--- src/sv/vdma_pkg.sv ---
// vdma_pkg: shared types and constants for the vram dma block controller
// holds the action codes, transaction structs and register reset values
// no dependencies
package vdma_pkg;

   // default width of the video memory offset
   localparam int VRAM_ADDR_BITS_DEFAULT = 13;

   localparam int TARGET_W = 13;
   localparam int SOURCE_W = 16;
   localparam int BYTES_W  = 12;

   localparam logic [7:0] REG_RESET_VAL = 8'hFF;
   localparam logic [7:0] ALIGN_MASK    = 8'hF0;
   localparam logic [7:0] BLOCK_MASK    = 8'h7F;
   localparam logic [7:0] BLANK_STALL   = 8'd8;
   localparam logic [BYTES_W-1:0] BLOCK_BYTES = 12'h010;

   typedef enum logic [2:0] {
      ACT_SRC_HI = 3'd0,
      ACT_SRC_LO = 3'd1,
      ACT_TGT_HI = 3'd2,
      ACT_TGT_LO = 3'd3,
      ACT_START  = 3'd4,
      ACT_READ   = 3'd5,
      ACT_TICK   = 3'd6
   } action_type;

   typedef struct packed {
      logic [2:0] action;
      logic [7:0] value;
   } req_type;

   typedef struct packed {
      logic                xfer_valid;
      logic [SOURCE_W-1:0] xfer_source;
      logic [TARGET_W-1:0] xfer_target;
      logic [BYTES_W-1:0]  xfer_bytes;
      logic [7:0]          read_data;
      logic [7:0]          stall_cycles;
   } rsp_type;

endpackage

--- src/sv/vram_dma_block_controller_top.sv ---
// vram_dma_block_controller_top: register file and descriptor issue for
// general and blanking vram copies; depends on vdma_pkg
//
// channel   ports                           direction  contents
// req       req_valid req_ready req_data    in         action code and write byte
// rsp       rsp_valid rsp_ready rsp_data    out        copy descriptor, read byte, stall
//
// one transaction per cycle sustained while rsp_ready is high; every req transaction
// yields exactly one rsp transaction, registered, in the cycle after acceptance
// the whole decode and register update sits between the req port and the
// single rsp output register
// req_ready drops only while a result sits in the output register and
// rsp_ready is low
// synchronous active-high reset restores the address and status bytes to
// 0xff and leaves no transfer armed
module vram_dma_block_controller_top #(
   parameter int VRAM_ADDR_BITS = vdma_pkg::VRAM_ADDR_BITS_DEFAULT
) (
   input  logic              clock,
   input  logic              reset,
   input  logic              req_valid,
   output logic              req_ready,
   input  vdma_pkg::req_type req_data,
   output logic              rsp_valid,
   input  logic              rsp_ready,
   output vdma_pkg::rsp_type rsp_data
);

   localparam int BW = vdma_pkg::BYTES_W;

   // programmed address bytes and status
   logic [7:0] src_hi_ff, src_hi_in;
   logic [7:0] src_lo_ff, src_lo_in;
   logic [7:0] tgt_hi_ff, tgt_hi_in;
   logic [7:0] tgt_lo_ff, tgt_lo_in;
   logic [7:0] status_ff, status_in;

   // running blanking transfer
   logic [vdma_pkg::SOURCE_W-1:0] act_src_ff, act_src_in;
   logic [VRAM_ADDR_BITS-1:0]     act_tgt_ff, act_tgt_in;
   logic [BW-1:0]                 remain_ff, remain_in;

   // output register
   logic              rsp_valid_ff, rsp_valid_in;
   vdma_pkg::rsp_type rsp_data_ff, rsp_data_in;

   logic                          accept;
   logic [vdma_pkg::SOURCE_W-1:0] src_addr;
   logic [15:0]                   tgt_full;
   logic [VRAM_ADDR_BITS-1:0]     tgt_addr;
   logic [7:0]                    blocks;
   logic [BW-1:0]                 remain_next_tick;

   // output stage frees up when empty or being drained
   assign req_ready = !rsp_valid_ff || rsp_ready;
   assign accept    = req_valid && req_ready;
   assign rsp_valid = rsp_valid_ff;
   assign rsp_data  = rsp_data_ff;

   // low nibble of the low address bytes is ignored
   assign src_addr = {src_hi_ff, src_lo_ff & vdma_pkg::ALIGN_MASK};
   assign tgt_full = {tgt_hi_ff, tgt_lo_ff & vdma_pkg::ALIGN_MASK};
   assign tgt_addr = tgt_full[VRAM_ADDR_BITS-1:0];
   assign blocks   = (req_data.value & vdma_pkg::BLOCK_MASK) + 8'd1;
   assign remain_next_tick = remain_ff - vdma_pkg::BLOCK_BYTES;

   always_comb begin
      src_hi_in  = src_hi_ff;
      src_lo_in  = src_lo_ff;
      tgt_hi_in  = tgt_hi_ff;
      tgt_lo_in  = tgt_lo_ff;
      status_in  = status_ff;
      act_src_in = act_src_ff;
      act_tgt_in = act_tgt_ff;
      remain_in  = remain_ff;
      rsp_data_in = '0;

      unique case (req_data.action)
         vdma_pkg::ACT_SRC_HI: begin
            src_hi_in = req_data.value;
         end
         vdma_pkg::ACT_SRC_LO: begin
            src_lo_in = req_data.value;
         end
         vdma_pkg::ACT_TGT_HI: begin
            tgt_hi_in = req_data.value;
         end
         vdma_pkg::ACT_TGT_LO: begin
            tgt_lo_in = req_data.value;
         end
         vdma_pkg::ACT_START: begin
            if (!req_data.value[7]) begin
               if (remain_ff != '0) begin
                  // cancel the armed blanking transfer
                  remain_in = '0;
                  status_in = vdma_pkg::REG_RESET_VAL;
               end else begin
                  // general transfer, all in one descriptor
                  rsp_data_in.xfer_valid   = 1'b1;
                  rsp_data_in.xfer_source  = src_addr;
                  rsp_data_in.xfer_target  = vdma_pkg::TARGET_W'(tgt_addr);
                  rsp_data_in.xfer_bytes   = {blocks, 4'b0000};
                  rsp_data_in.stall_cycles = blocks;
                  src_hi_in = vdma_pkg::REG_RESET_VAL;
                  src_lo_in = vdma_pkg::REG_RESET_VAL;
                  tgt_hi_in = vdma_pkg::REG_RESET_VAL;
                  tgt_lo_in = vdma_pkg::REG_RESET_VAL;
                  status_in = vdma_pkg::REG_RESET_VAL;
               end
            end else begin
               // arm (or re-arm) a blanking transfer
               act_src_in = src_addr;
               act_tgt_in = tgt_addr;
               remain_in  = {blocks, 4'b0000};
               status_in  = req_data.value & vdma_pkg::BLOCK_MASK;
            end
         end
         vdma_pkg::ACT_READ: begin
            rsp_data_in.read_data = status_ff;
         end
         vdma_pkg::ACT_TICK: begin
            if (remain_ff != '0) begin
               rsp_data_in.xfer_valid   = 1'b1;
               rsp_data_in.xfer_source  = act_src_ff;
               rsp_data_in.xfer_target  = vdma_pkg::TARGET_W'(act_tgt_ff);
               rsp_data_in.xfer_bytes   = vdma_pkg::BLOCK_BYTES;
               rsp_data_in.stall_cycles = vdma_pkg::BLANK_STALL;
               remain_in  = remain_next_tick;
               act_src_in = act_src_ff + vdma_pkg::SOURCE_W'(vdma_pkg::BLOCK_BYTES);
               act_tgt_in = act_tgt_ff + VRAM_ADDR_BITS'(vdma_pkg::BLOCK_BYTES);
               status_in  = status_ff - 8'd1;
               // last block closes the transfer
               if (remain_next_tick == '0) begin
                  src_hi_in = vdma_pkg::REG_RESET_VAL;
                  src_lo_in = vdma_pkg::REG_RESET_VAL;
                  tgt_hi_in = vdma_pkg::REG_RESET_VAL;
                  tgt_lo_in = vdma_pkg::REG_RESET_VAL;
                  status_in = vdma_pkg::REG_RESET_VAL;
               end
            end
         end
         default: begin
            // unused action code: no state change, all-zero result
         end
      endcase
   end

   always_comb begin
      if (accept) begin
         rsp_valid_in = 1'b1;
      end else if (rsp_ready) begin
         rsp_valid_in = 1'b0;
      end else begin
         rsp_valid_in = rsp_valid_ff;
      end
   end

   always_ff @(posedge clock) begin
      if (reset) begin
         src_hi_ff    <= vdma_pkg::REG_RESET_VAL;
         src_lo_ff    <= vdma_pkg::REG_RESET_VAL;
         tgt_hi_ff    <= vdma_pkg::REG_RESET_VAL;
         tgt_lo_ff    <= vdma_pkg::REG_RESET_VAL;
         status_ff    <= vdma_pkg::REG_RESET_VAL;
         act_src_ff   <= '0;
         act_tgt_ff   <= '0;
         remain_ff    <= '0;
         rsp_valid_ff <= 1'b0;
      end else begin
         rsp_valid_ff <= rsp_valid_in;
         if (accept) begin
            src_hi_ff  <= src_hi_in;
            src_lo_ff  <= src_lo_in;
            tgt_hi_ff  <= tgt_hi_in;
            tgt_lo_ff  <= tgt_lo_in;
            status_ff  <= status_in;
            act_src_ff <= act_src_in;
            act_tgt_ff <= act_tgt_in;
            remain_ff  <= remain_in;
         end
      end
   end

   // payload register, no reset needed
   always_ff @(posedge clock) begin
      if (accept) begin
         rsp_data_ff <= rsp_data_in;
      end
   end

   // remaining length only ever moves in whole blocks
   a_remain_aligned: assert property (@(posedge clock) disable iff (reset)
      remain_ff[3:0] == 4'd0)
      else $error("remaining length not block aligned");

   // a result without a descriptor carries no length or stall
   a_idle_result_clean: assert property (@(posedge clock) disable iff (reset)
      rsp_valid_ff && !rsp_data_ff.xfer_valid |->
         rsp_data_ff.xfer_bytes == '0 && rsp_data_ff.stall_cycles == 8'd0)
      else $error("non-descriptor result has length or stall");

   // a status read returns the status held when it was accepted
   a_read_status: assert property (@(posedge clock) disable iff (reset)
      accept && req_data.action == vdma_pkg::ACT_READ |=>
         rsp_data_ff.read_data == $past(status_ff))
      else $error("status read returned wrong byte");

   // the last blanking block ends the transfer and restores status
   a_last_block: assert property (@(posedge clock) disable iff (reset)
      accept && req_data.action == vdma_pkg::ACT_TICK && remain_ff == BW'(16) |=>
         remain_ff == '0 && status_ff == vdma_pkg::REG_RESET_VAL)
      else $error("last blanking block did not close the transfer");

endmodule

--- config.mk ---
export PLATFORM = sky130hd
export DESIGN_NAME = vram_dma_block_controller_top
export DESIGN_NICKNAME = d
export VERILOG_FILES = /design/src/sv/vdma_pkg.sv /design/src/sv/vram_dma_block_controller_top.sv
export SDC_FILE = /design/constraint.sdc
export NUM_CORES = 1
export LEC_CHECK = 0
export BUFFER_PORTS_ARGS = -buffer_cell sky130_fd_sc_hd__buf_2
export CAP_MARGIN = 15
export CORE_ASPECT_RATIO = 2
export CORE_MARGIN = 2
export CORE_UTILIZATION = 35
export CTS_BUF_LIST = sky130_fd_sc_hd__clkbuf_8
export DETAILED_ROUTE_END_ITERATION = 10
export HOLD_SLACK_MARGIN = 0.03
export SLEW_MARGIN = 20
export SYNTH_ARGS = -nofsm -noshare
export SYNTH_HDL_FRONTEND = slang
export SYNTH_SLANG_ARGS = --single-unit
export TNS_END_PERCENT = 1
--- constraint.sdc ---
create_clock -name clock -period 7.4 [get_ports clock]
set_input_delay 1.85 -clock clock [delete_from_list [all_inputs] [get_ports clock]]
set_output_delay 1.85 -clock clock [all_outputs]
set_load 0.02 [all_outputs]
==> impl_results.md, run 1 <==
- Post-CTS resize count: 0
- Final setup violation count: 0
- First drt pass iteration count: 4
- Critical path type: primary input to output pin
- Synth area leader: edfxtp_1
- CP max FO: 5
- Core area: between 10000 and 15000 um2
- Most frequent cells in the layout: buf_2, nor2_1, dfxtp_1
- Total global-route track usage: 0.177
- DP Area: 5600 um2
- Element type at the critical path end: output pin
- CP bufs+invs: 2
- Drt via density: roughly 5.5
- Top FF cell, synth: dfxtp_1
- Actual slew at the worst max-slew pin: 929 ps
- Crit path top cell by count: buf_2
- Post-route design area: a little under 6000 um2
- CTS tree: done
- Worst hold start: src_lo_ff[4]
- CTS clock-pin slew for the worst setup and hold paths: 90 ps
- Final hold violation count: 0
- Critical-path cell list: buf_2, nand2b_1, buf_2
- Synth cell types: 63
- WHS Path Cells: 2
- Synth warnings: 0
- Avg Cell Area, Syn: between 9 and 10 um2
- Hold Buf Count CTS: 0
- Drt drc: 0
- Clock Path Buffers: 2
- 1st-iter DRT viols: 298
- Tcrit/Tclk final: 0.565
- RR Startpoint: remain_ff[4]
- Share of cells above drive strength 1: 0.161
- Synth Register Bits: 100
- Leakage power: 2.22 nW
- Peak VDD IR: 0.0000772 V
- Crit path launch type: primary input
- Final GP Congestion: 0.895
- Largest net degree at the start of global routing: 61
- Crit path time final: 4180 ps
- Critical Path AT: 2330 ps
- Synth top area cells: edfxtp_1, dfxtp_1, nor2_1, o21ai_0, a21oi_1
- Hold WC Path Type: flip-flop to flip-flop
- Cells after synthesis: 579
- Total gr overflow: 0
- Htree depth: 3
- Antenna Cells: 0
- # Post-CTS Setup Buffers: 0
- Routed WL: 14.1 mm
- Via count: between 4000 and 5000
- Slew HR: 0.381
- Die Y: between 150 and 200 um
- Area delta synth->final: 11.2%
- Unrepaired setup endpoints after global routing: false
- Max-slew violation count: 0
- Status: completed
- Clock latency on the worst-skew pair: 390 ps
- Reg2reg setup slack: between 4000 and 5000 ps
- Post-Syn Area: 5220 um2
- Die area: 16000 um2
- WL/cell: 17.3 um
- Nets: 637
- Worst reg2reg path endpoint: src_lo_ff[5]
- Setup TNS Final: 0 ps
- IO buf count: 70
- Global-route wire length before repair: 22.2 mm
- Initial antenna violation count: 0
- CTS root buffer: clkbuf_8
- Power Dens Cells: approximately 200 nW/um2
- Number of max-cap violations: 0
- Critical Path RT: between 5000 and 6000 ps
- Initial Utilization: 0.354
- Row count: 63
- Vias in the first global route: around 4400
- Share of the yosys chip area belonging to registers: 0.462
- Most common cell after layout, fill and taps aside: buf_2
- Hold EP: src_lo_ff[4]
- Num ports: 75
- WP depth: 3
- Crit path max-delay family: buffers and inverters
- CP max stage cell: nand2b_1
- Number of synthesized flops with an enable pin: 41
- Crit path largest cell delay: 200 ps
- Die W: 90.4 um
- Top cell type's share of synthesized area: 0.236
- DP Wirelength: between 10 and 15 mm
- Ys async rst share: 0
- CTS Buf Count: 9
- Post-route ant nets: 0
- Max Clock Skew: ~18 ps
- Max Clock Freq: 239 MHz
- Worst Reg2Reg Path Length in Cells: 7
- CTS sink count: 100
-- sequential cells by signal (all words and copies together) (netlist names) --
signal	count
src_lo_ff	4
remain_ff	8
rsp_valid	1
act_src_ff	12
status_ff	8
tgt_lo_ff	4
tgt_hi_ff	5
rsp_data	41
act_tgt_ff	9
src_hi_ff	8
-- cells by family (layout without fill, tap and decap cells) --
kind of cell               count (synthesis)  count (layout)  synth area share
xor gates and xnor gates                   9               9            0.0151
other                                      1               5          0.000718
muxes                                      7               7            0.0134
AOI/OAI and AO/OA                        168             168             0.220
and+or+nand+nor                          218             218             0.208
buffers and inverters                     69             106            0.0645
DFF                                      100             100             0.462
adders and majority gates                  7               7            0.0168
-- worst reg2reg max path, delay by kind of cell (launching register included) --
family | cells | cell delay [ps]
buffers and inverters | 1 | 110
DFF | 1 | 490
adders and majority gates | 1 | 310
AOI/OAI and AO/OA | 3 | 780
and+or+nand+nor | 2 | 860
-- layout make-up --
type,count,area [um2]
fillers,1500,8930
flip-flops and latches,100,2410
multi-input cells,414,2490
well taps,195,244
repair buffers,77,403
clock inverters,6,68.8
inverters,13,48.8
clock buffers,10,138
-- worst max path at each step --
| stage | startpoint | to |
|---|---|---|
| final | rsp_ready | req_ready |
| after global routing | rsp_ready | req_ready |
| after CTS | rsp_ready | req_ready |
| after detailed placement | rsp_ready | req_ready |
| after global placement | rsp_ready | req_ready |
| after floorplan | rsp_ready | req_ready |
-- through the flow --
stage	power, mW	hold slack [ps]	setup WS [ps]	util	std cells
floorplan	0.741	440	3440	-	583
finish	1.15	472	3220	0.394	815
CTS	1.16	476	3210	0.394	815
global placement	0.782	452	3210	0.380	799
global route	1.19	491	3180	0.394	815
detailed placement	0.785	461	3210	0.380	799
-- Yosys cell counts, types with 3 or more instances --
library cell  count
nor2_1           60
dfxtp_1          59
nand2_1          45
edfxtp_1         41
o21ai_0          39
a21oi_1          37
nor3_1           33
clkbuf_1         30
nand3_1          20
a22o_1           18
buf_4            17
and2_1           15
inv_1            13
a211oi_1          9
a31oi_1           9
or3_1             8
ha_1              7
mux2i_1           7
a221oi_1          6
nand2b_1          6
o22ai_1           6
o32ai_1           6
xnor2_1           6
o22a_1            5
a22oi_1           4
a311oi_1          4
and3_1            4
buf_2             4
nor3b_1           4
o31ai_1           4
a21o_1            3
and3b_1           3
and4_1            3
buf_1             3
o211a_1           3
o221ai_1          3
xor2_1            3
-- where the power goes --
part           internal (mW)  leakage (nW)  switching (mW)
Combinational         0.0494          1.22           0.108
Clock                  0.169         0.109           0.206
Sequential             0.599         0.894          0.0165
Total                  0.817          2.22           0.331
-- per-layer routing --
layer	track usage	share of wire	wire length [um]	vias up
li1	-	-	-	2191
met1	0.175	0.37	5270	2136
met2	0.324	0.53	7430	127
met3	0.0234	0.027	386	52
met4	0.146	0.069	977	0
met5	0	0	0	-
Power figures use the tool's default switching activity.
==> run 2, diff against run 1 <==
==> constraint.sdc (replaced) <==
create_clock -name clock -period 4.1 [get_ports clock]
set_input_delay 1.025 -clock clock [delete_from_list [all_inputs] [get_ports clock]]
set_output_delay 1.025 -clock clock [all_outputs]
set_load 0.02 [all_outputs]
==> run 2 against run 1 <==
Effect of this change: wire length increased by 0.27%; combinational power increased by 81%; clock power increased by 110%; largest cell class unchanged; largest power group unchanged; core utilization increased by 0.39 points; critical endpoint is now act_tgt_ff[5]; highest routed layer unchanged.
==> impl_results.md, run 2 (synthesis results as in run 1) <==
- Status: completed
- Hold Buf Count CTS: 0 (unchanged)
- Max reg flops: 41 (unchanged)
- Clock Path Buffers: 2 (unchanged)
- Dpl cells: 801 (+0.25%)
- Max-slew violation count: 0 (unchanged)
- Largest net degree at the start of global routing: 45 (-26%)
- Number of max-cap violations: 0 (unchanged)
- Num ports: 75 (unchanged)
- Final WS setup: 1110 ps (-2100 ps)
- Drt via density: 5.51 (-0.42%)
- CP max FO: 18 (+13)
- DP Wirelength: 10.4 mm (+3.0%)
- Unrepaired setup endpoints after global routing: false
- GR Layer Usage met3: 0.0315 (+0.00809)
- GR Util met1: 0.172 (-0.00288)
- Post-CTS resize count: 0 (unchanged)
- Actual slew at the worst max-slew pin: 787 ps (-142 ps)
- 1st-iter DRT viols: 285 (-4.4%)
- Die W: 90.4 um (unchanged)
- Hold WC Path Type: flip-flop to flip-flop
- Register area: 2410 um2 (unchanged)
- Total power: 2.18 mW (+90%)
- Initial antenna violation count: 0 (unchanged)
- Total gr overflow: 0 (unchanged)
- Routed WL: 14.1 mm (+0.27%)
- Die area: 16000 um2 (unchanged)
- Via count: 4498 (-0.18%)
- CTS clock-pin slew for the worst setup and hold paths: 90 ps (about the same)
- Most frequent cells in the layout: buf_2, nor2_1, dfxtp_1
- Slew HR: 0.473 (+0.0918)
- Post-route design area: 5860 um2 (+0.99%)
- Peak VDD IR: 0.000141 V (+83%)
- DP Area: 5620 um2 (+0.27%)
- Antenna Cells: 0 (unchanged)
- Most common cell after layout, fill and taps aside: buf_2
- Nets: 639 (+0.31%)
- Core area: 14700 um2 (unchanged)
- Final hold violation count: 0 (unchanged)
- Dpl ws: 683 ps (-2530 ps)
- Leakage power: 2.25 nW (+1.3%)
- Critical Path RT: 4390 ps (-1160 ps)
- Initial Utilization: 0.354 (unchanged)
- Power Dens Cells: 371 nW/um2 (+88%)
- First drt pass iteration count: 4 (unchanged)
- Crit path launch type: primary input
- Vias in the first global route: 4329 (-2.1%)
- Tcrit/Tclk final: 0.728
- CTS tree: done
- WL/cell: 17.3 um (about the same)
- CTS sink count: 100 (unchanged)
- Crit path time final: 2990 ps
- CTS Buf Count: 9 (unchanged)
- Global-route wire length before repair: 22.3 mm (+0.46%)
- Max Clock Skew: 11.9 ps (-6.17 ps)
- Gr busiest metal: met2
- Critical path type: primary input to flip-flop
- Share of cells above drive strength 1: 0.164 (+0.00270)
- IO buf count: 70 (unchanged)
- Critical Path AT: 3270 ps (+940 ps)
- Final setup violation count: 0 (unchanged)
- Element type at the critical path end: flip-flop
- Max Clock Freq: 335 MHz
- Total global-route track usage: 0.179 (+0.00219)
- M2 GR Usage: 0.345 (+0.0210)
- Post-route ant nets: 0 (unchanged)
- CTS root buffer: clkbuf_8
- Fillers: 1511 (+0.73%)
- Die Y: 177 um (unchanged)
- Drt drc: 0 (unchanged)
- Clock latency on the worst-skew pair: 390 ps (about the same)
- Multi-input logic area: 2490 um2 (unchanged)
- Area delta synth->final: 12.3%
- # Post-CTS Setup Buffers: 0 (unchanged)
- Final GP Congestion: 0.865 (-3.3%)
- Row count: 63 (unchanged)
- Setup TNS Final: 0 ps (unchanged)
- Final Instance Count excl. Fillers: 817 (+0.25%)
- Htree depth: 3 (unchanged)
-- run 2: cell count changes in the layout (fill, tap and decap cells not counted) --
cell	previous run	this run
inv_6	3	2
bufinv_16	1	3
clkinv_4	1	0
buf_4	7	9
-- run 2: worst paths after layout --
check	depth (start not counted)	from	slack (ps)	endpoint
min reg2reg	2	src_lo_ff[4]	470	src_lo_ff[4]
max reg2reg	7	remain_ff[4]	1380	tgt_lo_ff[5]
max	7	req_data[10]	1110	act_tgt_ff[5]
min	2	src_lo_ff[4]	470	src_lo_ff[4]
-- run 2: per-layer routing --
metal | vias up | wire length (um)
met1 | 2135 | 5110
met4 | 0 | 672
li1 | 2187 | -
met3 | 38 | 501
met5 | - | 0
met2 | 138 | 7820
-- run 2: stage by stage --
stage	util	hold slack [ps]
2_1_floorplan	-	440
3_3_place_gp	0.381	460
3_5_place_dp	0.381	461
4_1_cts	0.398	475
5_1_grt	0.398	494
6_report	0.398	473
-- run 2: power breakdown --
part           switching (mW)  total, mW  internal (mW)
clock network           0.357      0.781          0.424
logic                   0.196      0.286         0.0901
registers              0.0295       1.11           1.08
total                   0.582       2.18           1.59
-- run 2: worst max-delay path: stages --
cell and delay, ps:
buf_2 160, nor2b_1 410, nand3_1 290, nor3_2 710
buf_4 350, nor2_1 60, a311oi_1 260
-- run 2: layout make-up --
class,count,share of cell area
inverter,13,0.00832
multi-input combinational,414,0.425
clock inverter,6,0.0190
timing repair buffer,79,0.0713
clock buffer,10,0.0235
tap,195,0.0416
sequential,100,0.411
==> run 3, diff against run 2 <==
==> constraint.sdc (replaced) <==
create_clock -name clock -period 3.1 [get_ports clock]
set_input_delay 0.775 -clock clock [delete_from_list [all_inputs] [get_ports clock]]
set_output_delay 0.775 -clock clock [all_outputs]
set_load 0.02 [all_outputs]
==> run 3 against run 2 <==
Effect of this change: setup slack got worse by 650 ps; via count increased by 3.3%; final area decreased by 0.43%; worst hold slack improved by 9.0 ps; global-route usage decreased by 0.24 points; count of clock-buffer cells in the layout decreased by 1; critical path depth unchanged.
==> impl_results.md, run 3 (synthesis results as in run 1) <==
- Share of cells above drive strength 1: 0.169 (+0.00534)
- Most common cell after layout, fill and taps aside: buf_2
- Peak VDD IR: 0.000189 V (+34%)
- Initial antenna violation count: 0 (unchanged)
- CP bufs+invs: 1 (-1)
- CTS Buf Count: 9 (unchanged)
- IO buf count: 70 (unchanged)
- Nets: 643 (+0.63%)
- Final hold violation count: 0 (unchanged)
- Power Dens Cells: 454 nW/um2 (+22%)
- Via count: 4648 (+3.3%)
- CP max FO: 9 (-9)
- Crit path time final: 2630 ps
- Critical path type: flip-flop to flip-flop
- Tcrit/Tclk final: 0.849
- Vias in the first global route: 4362 (+0.76%)
- CTS root buffer: clkbuf_8
- Htree depth: 3 (unchanged)
- WL/cell: 17.4 um (+1.0%)
- Routed WL: 14.3 mm (+1.5%)
- Max Clock Skew: 12.3 ps (+0.374 ps)
- First drt pass iteration count: 5 (+1)
- Die Y: 177 um (unchanged)
- CTS clock-pin slew for the worst setup and hold paths: 100 ps (about the same)
- Final GP Congestion: 0.849 (-1.8%)
- CP max stage cell: dfxtp_1
- Global-route wire length before repair: 22.0 mm (-1.3%)
- Total power: 2.65 mW (+22%)
- Drt via density: 5.66 (+2.8%)
- Die W: 90.4 um (unchanged)
- Post-route ant nets: 0 (unchanged)
- Area delta synth->final: 11.8%
- Worst Reg2Reg Path Length in Cells: 7 (unchanged)
- Top layer in use: met4
- # Post-CTS Setup Buffers: 0 (unchanged)
- Fillers: 1525 (+0.93%)
- Element type at the critical path end: flip-flop
- Crit path max-delay family: simple AND/OR/NAND/NOR gates
- Core area: 14700 um2 (unchanged)
- WP depth: 7 (unchanged)
- Total gr overflow: 0 (unchanged)
- Final Core Density: 0.396 (-0.00170)
- Max-slew violation count: 0 (unchanged)
- Critical-path cell list: inv_1, ha_1, or4b_1, or3_4, nand3_1, nand2_1, a211oi_1
- Slew HR: 0.534 (+0.0619)
- Crit path largest cell delay: 480 ps (-230 ps)
- Most frequent cells in the layout: buf_2, nor2_1, dfxtp_1
- Final setup violation count: 0 (unchanged)
- WHS Path Cells: 2 (unchanged)
- Hold Buf Count CTS: 0 (unchanged)
- CTS sink count: 100 (unchanged)
- Setup TNS Final: 0 ps (unchanged)
- WL met1: 4.99 mm (-2.3%)
- Hold WC Path Type: flip-flop to flip-flop
- Actual slew at the worst max-slew pin: 698 ps (-88.6 ps)
- Num ports: 75 (unchanged)
- Antenna Cells: 0 (unchanged)
- Row count: 63 (unchanged)
- Hold WS: 482 ps (+9.00 ps)
- Met2 Wirelength: 7.66 mm (-2.0%)
- Post-CTS resize count: 0 (unchanged)
- Largest net degree at the start of global routing: 58 (+29%)
- Max Clock Freq: 380 MHz
- Initial Utilization: 0.354 (unchanged)
- Number of max-cap violations: 0 (unchanged)
- Unrepaired setup endpoints after global routing: false
- Drt drc: 0 (unchanged)
- Clock Path Buffers: 2 (unchanged)
- Final Instance Count excl. Fillers: 821 (+0.49%)
- Critical Path AT: 2940 ps (-330 ps)
- Max reg flops: 41 (unchanged)
- 1st-iter DRT viols: 269 (-5.6%)
- CTS tree: done
- Critical Path RT: 3410 ps (-980 ps)
- Clock latency on the worst-skew pair: 380 ps (about the same)
- Crit path launch type: flip-flop
- Die area: 16000 um2 (unchanged)
- Status: completed
- DP Wirelength: 10.4 mm (+0.68%)
- Total global-route track usage: 0.176 (-0.00236)
- Met3 WL: 639 um (+28%)
- Leakage power: 2.24 nW (-0.44%)
- Dpl cells: 805 (+0.50%)
-- run 3: where the power goes --
group	total (mW)	internal [mW]	switching (mW)
Sequential	1.47	1.43	0.0390
Combinational	0.386	0.124	0.262
Clock	0.799	0.307	0.493
Total	2.65	1.86	0.794
-- run 3: metrics by stage --
step           worst slack [ps]  instance area [um2]
2_1_floorplan               352                 5240
3_3_place_gp                486                 5660
3_5_place_dp                469                 5660
4_1_cts                     463                 5840
5_1_grt                     334                 5840
6_report                    467                 5840
-- run 3: layer usage --
| metal | global-route usage | vias to the layer above |
|---|---|---|
| met1 | 0.171 | 2179 |
| met2 | 0.328 | 203 |
| met3 | 0.0251 | 64 |
| li1 | - | 2202 |
| met5 | 0 | - |
| met4 | 0.144 | 0 |
-- run 3: tightest hold or removal path, stage by stage (launching register included) --
cell and delay (ps):
dfxtp_1 330, inv_1 60, a21oi_1 60
-- run 3: cell type report --
| class | count | area [um2] | share of cell area |
|---|---|---|---|
| clock buffer | 9 | 124 | 0.0212 |
| clock inverter | 7 | 57.6 | 0.00986 |
| inverter | 13 | 48.8 | 0.00836 |
| multi-input combinational | 414 | 2490 | 0.427 |
| sequential | 100 | 2410 | 0.413 |
| tap | 195 | 244 | 0.0418 |
| timing repair buffer | 83 | 460 | 0.0789 |
-- run 3: final timing paths --
kind	from	to	slack, ps
max	remain_ff[4]	src_hi_ff[4]	470
min	src_lo_ff[4]	src_lo_ff[4]	480
max reg2reg	remain_ff[4]	src_hi_ff[4]	470
min reg2reg	src_lo_ff[4]	src_lo_ff[4]	480
